`config.mk`:
```
export PLATFORM = sky130hd
export DESIGN_NAME = efra_ctrl
export DESIGN_NICKNAME = d
export VERILOG_FILES = /design/src/sv/efra_pkg.sv /design/src/sv/efra_ctrl.sv
export SDC_FILE = /design/constraint.sdc
export NUM_CORES = 1
export LEC_CHECK = 0
export BUFFER_PORTS_ARGS = -buffer_cell sky130_fd_sc_hd__buf_2
export CORE_AREA = 8 8 45 47
export DETAILED_ROUTE_END_ITERATION = 10
export DIE_AREA = 0 0 53 55
export MAX_ROUTING_LAYER = met4
export SYNTH_ARGS = -nofsm -noshare
export SYNTH_HDL_FRONTEND = slang
export SYNTH_SLANG_ARGS = --single-unit
```
`constraint.sdc`:
```
create_clock -name clk -period 3.2 [get_ports clk]
set_input_delay 0.32 -clock clk [delete_from_list [all_inputs] [get_ports clk]]
set_output_delay 0.32 -clock clk [all_outputs]
set_load 0.02 [all_outputs]
```
`src/sv/efra_pkg.sv`:
```
`default_nettype none

package efra_pkg;

  localparam int unsigned MAX_ROOMS_DEF = 1024;
  localparam int unsigned DAY_W         = 32;
  localparam int unsigned TAG_W         = 16;
  localparam int unsigned NUM_W         = 11;
  localparam int unsigned IN_TDATA_W    = 2 * DAY_W + TAG_W;
  localparam int unsigned OUT_FIELDS_W  = TAG_W + 2 * NUM_W;
  localparam int unsigned OUT_TDATA_W   = ((OUT_FIELDS_W + 7) / 8) * 8;

  // controller to datapath
  typedef struct packed {
    logic load;
    logic up_rd;
    logic up_cmp;
    logic dn_rd;
    logic dn_cmp;
    logic out_load;
  } efra_cmd_t;

  // datapath to controller
  typedef struct packed {
    logic need_new;
    logic is_full;
    logic up_root;
    logic up_less;
    logic dn_leaf;
    logic dn_less;
    logic out_free;
  } efra_sts_t;

endpackage

`default_nettype wire

```
`src/sv/efra_ctrl.sv`:
```
`default_nettype none

module efra_ctrl
  import efra_pkg::*;
(
  input  wire logic      clk,
  input  wire logic      rst_n,
  input  wire logic      in_tvalid,
  output logic           in_tready,
  input  wire efra_sts_t sts,
  output efra_cmd_t      cmd
);

  typedef enum logic [5:0] {
    S_IDLE   = 6'b000001,
    S_UP_RD  = 6'b000010,
    S_UP_CMP = 6'b000100,
    S_DN_RD  = 6'b001000,
    S_DN_CMP = 6'b010000,
    S_DONE   = 6'b100000
  } efra_state_t;

  efra_state_t state_r;
  efra_state_t state_nxt;

  always_comb begin
    state_nxt = state_r;
    cmd       = '0;
    unique case (state_r)
      S_IDLE: begin
        if (in_tvalid) begin
          cmd.load = 1'b1;
          if (sts.need_new && sts.is_full) begin
            state_nxt = S_DONE;
          end else if (sts.need_new) begin
            state_nxt = S_UP_RD;
          end else begin
            state_nxt = S_DN_RD;
          end
        end
      end
      S_UP_RD: begin
        cmd.up_rd = 1'b1;
        state_nxt = sts.up_root ? S_DONE : S_UP_CMP;
      end
      S_UP_CMP: begin
        cmd.up_cmp = 1'b1;
        state_nxt  = sts.up_less ? S_UP_RD : S_DONE;
      end
      S_DN_RD: begin
        cmd.dn_rd = 1'b1;
        state_nxt = sts.dn_leaf ? S_DONE : S_DN_CMP;
      end
      S_DN_CMP: begin
        cmd.dn_cmp = 1'b1;
        state_nxt  = sts.dn_less ? S_DN_RD : S_DONE;
      end
      S_DONE: begin
        // hold until the output register frees up
        if (sts.out_free) begin
          cmd.out_load = 1'b1;
          state_nxt    = S_IDLE;
        end
      end
      default: begin
        state_nxt = S_IDLE;
      end
    endcase
  end

  always_ff @(posedge clk) begin
    if (!rst_n) begin
      state_r <= S_IDLE;
    end else begin
      state_r <= state_nxt;
    end
  end

  assign in_tready = (state_r == S_IDLE);

  a_done_hold: assert property (@(posedge clk) disable iff (!rst_n)
    (state_r == S_DONE && !sts.out_free) |=> (state_r == S_DONE))
    else $error("result dropped while output register busy");

  a_up_cmp_order: assert property (@(posedge clk) disable iff (!rst_n)
    (state_r == S_UP_CMP) |-> ($past(state_r) == S_UP_RD))
    else $error("parent compare without a parent read");

  a_state_onehot: assert property (@(posedge clk) disable iff (!rst_n)
    $onehot(state_r))
    else $error("controller state not one-hot");

endmodule

`default_nettype wire

```
# Yosys cells after proc, flatten, opt, wreduce, memory -nomap -nowiden
# Index checks and enable logic that the tools add are counted.
[op_classes] reduce_logical=2 muxes=17 n_eq_ne=8
[ops] cell="6-bit 2-to-1 mux" count=7
[ops] cell="6-bit one-hot mux with 6 select lines" count=1
[ops] cell="1-bit 2-to-1 mux" count=8
[ops] cell="6-bit by 1-bit == test with 1-bit output (second input constant)" count=1
[ops] cell="6-bit by 2-bit == test with 1-bit output (second input constant)" count=1
[ops] cell="6-bit by 3-bit == test with 1-bit output (second input constant)" count=1
[ops] cell="6-bit by 4-bit == test with 1-bit output (second input constant)" count=1
[ops] cell="6-bit by 5-bit == test with 1-bit output (second input constant)" count=1
[ops] cell="6-bit == test (second input constant)" count=1
[ops] cell="4-bit 2-to-1 mux" count=1
[ops] cell="2-bit != test (second input constant)" count=2
[ops] cell="2-bit AND reduction" count=1
[ops] cell="1-bit logical AND" count=1
[totals] word_cells=28 inputBits=10 regBits=6 out_inout_bits=7

# Depth between registers and ports, before layout
# Gate-level depths: netlist of run 1.
[depth] ltp_word=4 depth_mapped=5 mapped_depth_nobuf=5

# Worst setup path before layout of run 1
# Ideal clock, no wire load.
[synth_path] kind="register to output" startpoint="register state_r[2]" endpoint="output cmd[5] (netlist name)" arrival_ps=1271 path_buffers=1 setup_slack_ps=1609 stages_incl_launch_ff=5 required_ps=2880 path_cell_list="dfxtp_1 -> nor3_2 -> and3_1 -> clkbuf_1 -> and2_1"
[synth_rtl] element="from (decl)" line="efra_ctrl.sv:23" source="efra_state_t state_r;"
[synth_rtl] element="from (signal assigned)" line="efra_ctrl.sv:75" source="state_r <= state_nxt;"
[synth_rtl] element="to (decl)" line="efra_ctrl.sv:11" source="output efra_cmd_t cmd"

==> metrics.md, run 1 <==
| Metric | Value |
|---|---|
| Placed insts | between 70 and 80 |
| Placed Instance Area | roughly 490 um2 |
| Fin Hold WS | approximately 0.34 ns |
| CP top delay family | simple AND/OR/NAND/NOR gates |
| First-pass GRT wire length | 1730 um |
| Leading cell types by total area after synthesis | dfxtp_1, a32oi_1, and3b_1 |
| Max incr delay on CP | 0.47 ns |
| CTS Buf Count | 3 |
| Share of layout cells above drive strength 1 | 0.364 |
| Global-route usage over all layers | 0.0845 |
| Largest reg by FF count | state_r |
| DR vias | between 400 and 500 |
| Area leader, netlist | dfxtp_1 |
| Filler cells | approximately 150 |
| Hold depth | 3 |
| TritonRoute pass-1 iters | 4 |
| Share of the synthesized area in the top cell type | 0.305 |
| Worst-path clk slew | around 0.040 ns |
| Clock tree buffer depth | 2 |
| GR Layer Usage met3 | 0.0134 |
| Routed len/inst | ~13 um |
| Fmax | about 0.55 GHz |
| R2R setup slack | roughly 1.8 ns |
| Max reg flops | 6 |
| Cell area after layout | 513 um2 |
| CTS tree | yes |
| Row count | 14 |
| Reg2Reg Depth | 5 |
| Most common cell after layout, fill and taps aside | buf_2 |
| Worst Setup End Kind | primary output |
| Setup Skew | 0.00612 ns |
| P per Cell Area | between 400 and 500 nW/um2 |
| Leakage power | 0.234 nW |
| Max-cap violations | 0 |
| Tmin final | about 1.8 ns |
| Clk root buf | clkbuf_4 |
| Crit-path cells | nor4_2 -> and4b_1 -> buf_2 |
| Area of the die | 2920 um2 |
| Die W | approximately 53 um |
| Crit start category | flop |
| Final slew viol count | 0 |
| Most frequent cells in the layout | buf_2, nor2_1, dfxtp_1 |
| Hold Vio Cnt, Final | 0 |
| Buf+Inv Stages, Crit Path | 1 |
| Setup WS pre-CTS | roughly 1.7 ns |
| Slew HR | 0.705 |
| Primary FF master, synth | dfxtp_1 |
| Nets | 78 |
| Core Region | between 1000 and 1500 um2 |
| Period utilization | 0.563 |
| Post-synthesis cell count | 48 |
| Slowest library cell on the worst path | nor4_2 |
| Antenna-violating nets left | 0 |
| I/O pin count | 17 |
| Worst path required time | 2.88 ns |
| Slew at the pin closest to its max-slew limit | around 0.44 ns |
| Fin cells | between 80 and 90 |
| Synth async-reset ratio | 0 |
| Cell Area, Synth | slightly below 400 um2 |
| Chip height | about 55 um |
| Type of the worst setup path | reg -> out |
| Post-synthesis sequential area ratio | 0.305 |
| Worst Hold End | state_r[3]$_SDFFE_PN0P_ |
| Clock Sinks | 6 |
| Synth cell types | 24 |
| Hold_sp | sts[1] |
| Synth-to-layout area growth | 30.2% |
| Hold_buf cts | 0 |
| Final Power | ~0.22 mW |
| Largest regs | state_r (6) |
| Met2 Usage GRT | 0.127 |
| Reg-to-Reg End | state_r[0]$_SDFFE_PN1P_ |
| Outcome | complete, no violations |
| Syn Area/Cell | approximately 8.2 um2 |
| Latest clock arrival within the worst-skew pair | 0.25 ns |
| DRC viols | 0 |
| Syn Nets | between 50 and 60 |
| RSZ-0062 raised after global routing | false |
| Fin util | 0.371 |
| Hold Path Class | in -> reg |
| Initial Utilization | 0.285 |
| Buffers on Ports | 16 |
| CTS H-Tree Depth | 1 |
| Reg2Reg Launch Point | state_r[0]$_SDFFE_PN1P_ |
| Peak supply drop | between 0.1 and 0.15 mV |
| Fin worst setup slack | ~1.4 ns |
| Setup TNS | 0 ns |
| Routed wire length | 1100 um |
| Crit path max fanout | 7 |
| Met1 usage | 0.0897 |
| CTS resizes | 0 |
| CP Data Arrival Time | between 1 and 1.5 ns |
| Remaining Overflow, GRT | 0 |
| GR peak layer | met2 |
| Initial antenna violation count | 0 |
| Diode count | 0 |
| Number of synthesized flops with an enable pin | 0 |
| GP Congestion | around 0.77 |
| WP depth | 3 |
| Vias per inst | roughly 5.3 |
| DRT iter0 DRCs | 14 |
| Vias in the first global route | 420 |
| Setup Viol. Count Final | 0 |
| Pin count of the biggest net entering global routing | 8 |
| Register bit total from synthesis | 6 |
| Synth warnings | 0 |
| Post-CTS setup buffers | 0 |
| Hpwl dp | 887 um |
==> area by class of cell <==
class	instances	area, um2	area share
timing repair buffer	16	80.1	0.156
inverter	3	11.3	0.0220
multi-input combinational	38	259	0.505
sequential	6	120	0.234
tap	16	20.0	0.0390
clock buffer	3	22.5	0.0439
==> routing by layer <==
layer  wire, um  share of wire  vias up
li1           -              -      214
met1        491           0.45      200
met2        499           0.45       18
met3         88          0.080        2
met4         19          0.017        0
met5          0              0        -
==> cells by family after synthesis <==
family / count (synthesis) / synth area share
compound gates: 11 / 0.213
buf+inv: 4 / 0.0381
xor+xnor: 1 / 0.0222
simple gates: 26 / 0.422
flops: 6 / 0.305
==> synthesized netlist by cell type, drive strengths merged (2+ instances only) <==
cell type / number
nor2: 6
a22oi: 2
o21ai: 3
nor3b: 3
dfxtp: 6
and3b: 3
inv: 3
and2: 2
nand2b: 2
a32oi: 3
nand2: 4
==> worst reg2reg max path, cell delays in order (launching register included) <==
cell     delay [ns]
dfxtp_1        0.36
nor4_2         0.48
nand2_1        0.12
o21ai_2        0.08
nand3_2        0.13
and2_1         0.15
==> how the worst max path moves through the flow <==
| stage | to | startpoint |
|---|---|---|
| 6_report | cmd[0] | state_r[0]$_SDFFE_PN1P_ |
| 2_1_floorplan | cmd[5] | state_r[2]$_SDFFE_PN0P_ |
| 3_3_place_gp | cmd[0] | state_r[0]$_SDFFE_PN1P_ |
| 5_1_grt | cmd[0] | state_r[0]$_SDFFE_PN1P_ |
| 3_5_place_dp | cmd[0] | state_r[0]$_SDFFE_PN1P_ |
| 4_1_cts | cmd[0] | state_r[0]$_SDFFE_PN1P_ |
==> power by group <==
group          switching (mW)  internal, mW
logic                  0.0348        0.0263
clock network          0.0287        0.0425
registers             0.00775        0.0795
total                  0.0713         0.148
Note: power is estimated with default switching activity, not from simulation.
==> run 2, diff against run 1 <==
==> constraint.sdc (replaced) <==
create_clock -name clk -period 1.57 [get_ports clk]
set_input_delay 0.157 -clock clk [delete_from_list [all_inputs] [get_ports clk]]
set_output_delay 0.157 -clock clk [all_outputs]
set_load 0.02 [all_outputs]
==> run 2 against run 1 <==
  * Sequential share of layout area down 1.3 points
  * Critical endpoint is now cmd[5]
  * Global-route usage shrank 0.23 points
  * Worst hold slack got worse by 0.16 ns
==> metrics.md, run 2 (synthesis results as in run 1) <==
| Metric | Value |
|---|---|
| Chip height | 55 um (unchanged) |
| Crit path max fanout | 5 (-2) |
| Leakage power | 0.249 nW (+6.6%) |
| Placed Instance Area | 490 um2 (unchanged) |
| Vias per inst | 5.22 (-1.4%) |
| First-pass GRT wire length | 1650 um (-4.7%) |
| Pin count of the biggest net entering global routing | 8 (unchanged) |
| Remaining Overflow, GRT | 0 (unchanged) |
| Peak supply drop | 0.214 mV (+61%) |
| CP Data Arrival Time | 1.38 ns (-0.10 ns) |
| Final Power | 0.469 mW (+110%) |
| Placed insts | 79 (unchanged) |
| Setup WS pre-CTS | 0.172 ns (-1.51 ns) |
| CP top delay family | simple AND/OR/NAND/NOR gates |
| Type of the worst setup path | reg -> out |
| DR vias | 433 (-0.23%) |
| Tmin final | approximately 1.5 ns |
| Hold_buf cts | 0 (unchanged) |
| Vias in the first global route | 401 (-4.5%) |
| Slew at the pin closest to its max-slew limit | 0.332 ns (-0.108 ns) |
| Antenna-violating nets left | 0 (unchanged) |
| Diode count | 0 (unchanged) |
| Share of layout cells above drive strength 1 | 0.448 (+0.0841) |
| Setup Viol. Count Final | 0 (unchanged) |
| Nets | 79 (+1.3%) |
| Hold Vio Cnt, Final | 0 (unchanged) |
| Synth-to-layout area growth | 39.0% |
| Initial Utilization | 0.285 (unchanged) |
| Routed wire length | 1180 um (+7.3%) |
| Outcome | complete, no violations |
| Die W | 53 um (unchanged) |
| Max incr delay on CP | 0.36 ns (-0.11 ns) |
| TritonRoute pass-1 iters | 4 (unchanged) |
| Most frequent cells in the layout | buf_2, nor2_1, dfxtp_1 |
| Worst Setup End Kind | primary output |
| Slew HR | 0.778 (+0.0729) |
| Crit start category | flop |
| Initial antenna violation count | 0 (unchanged) |
| Setup Skew | 0.00327 ns (-0.00286 ns) |
| Buffers on Ports | 16 (unchanged) |
| GP Congestion | 0.771 (about the same) |
| Max reg flops | 6 (unchanged) |
| Fin util | 0.396 (+0.0253) |
| CTS Buf Count | 3 (unchanged) |
| Worst-path clk slew | 0.05 ns (about the same) |
| P per Cell Area | 856 nW/um2 (+100%) |
| Latest clock arrival within the worst-skew pair | 0.24 ns (about the same) |
| CTS tree | yes |
| Clock Sinks | 6 (unchanged) |
| Setup TNS | 0 ns (unchanged) |
| CTS H-Tree Depth | 1 (unchanged) |
| Clock tree buffer depth | 2 (unchanged) |
| Clk root buf | clkbuf_4 |
| Worst path required time | 1.41 ns (-1.47 ns) |
| Largest reg by FF count | state_r |
| DRC viols | 0 (unchanged) |
| Cell area after layout | 548 um2 (+6.8%) |
| Buf+Inv Stages, Crit Path | 1 (unchanged) |
| Period utilization | 0.981 |
| Routed len/inst | 14.2 um (+6.0%) |
| Crit-path cells | nor3_2 -> and3_4 -> and2_1 -> buf_2 |
| Area of the die | 2920 um2 (unchanged) |
| RSZ-0062 raised after global routing | true |
| Hold Path Class | in -> reg |
| Final slew viol count | 0 (unchanged) |
| Row count | 14 (unchanged) |
| Most common cell after layout, fill and taps aside | buf_2 |
| Max-cap violations | 0 (unchanged) |
| Fin Hold WS | 0.177 ns (-0.161 ns) |
| Largest regs | state_r (6) |
| Fin cells | 83 (+1.2%) |
| DRT iter0 DRCs | 14 (unchanged) |
| Core Region | 1380 um2 (unchanged) |
| Fin worst setup slack | 0.0306 ns (-1.37 ns) |
| Global-route usage over all layers | 0.0822 (-0.00225) |
| Fmax | ~0.65 GHz |
| I/O pin count | 17 (unchanged) |
| Slowest library cell on the worst path | dfxtp_1 |
run 2: power breakdown:
group          total, mW  internal, mW  leakage [nW]  switching, mW
logic              0.143        0.0693         0.186         0.0738
registers          0.184         0.163        0.0492         0.0209
clock network      0.142        0.0865        0.0138         0.0558
total              0.469         0.318         0.249          0.151
run 2: per-layer routing:
metal | track usage | up-vias | share of wire | routed length, um
met1 | 0.0790 | 199 | 0.44 | 514
met3 | 0.0294 | 5 | 0.066 | 78
met4 | 0.0862 | 0 | 0.031 | 36
li1 | - | 214 | - | -
met2 | 0.123 | 15 | 0.47 | 549
met5 | - | - | 0 | 0
run 2: final cells by class:
cell class | instances | area (um2)
Inverter | 3 | 11.3
Multi-Input combinational cell | 38 | 285
Timing Repair Buffer | 17 | 87.6
Tap cell | 16 | 20.0
Fill cell | 146 | 836
Sequential cell | 6 | 121
Clock buffer | 3 | 22.5
run 2: final timing paths:
| path | start | end | cells after the start | slack, ns |
|---|---|---|---|---|
| worst max-delay path | state_r[1]$_SDFFE_PN0P_ | cmd[5] | 4 | 0.03 |
| worst min-delay path | sts[3] | state_r[1]$_SDFFE_PN0P_ | 3 | 0.18 |
| worst max register to register | state_r[2]$_SDFFE_PN0P_ | state_r[5]$_SDFFE_PN0P_ | 5 | 0.17 |
| worst min register to register | state_r[5]$_SDFFE_PN0P_ | state_r[5]$_SDFFE_PN0P_ | 2 | 0.59 |
run 2: worst reg2reg max path: stages (launching register included):
cell and delay (ns):
dfxtp_1 0.51, xor2_1 0.12, a211oi_1 0.36, o21ai_2 0.09, nand3_2 0.12, a22oi_2 0.08
run 2: timing repair:
action,4_1_cts,5_1_grt
hold endpoints to repair,0,0
gates resized for setup,3,3
pin swaps,0,3
setup buffers,0,1
setup endpoints to repair,2,4
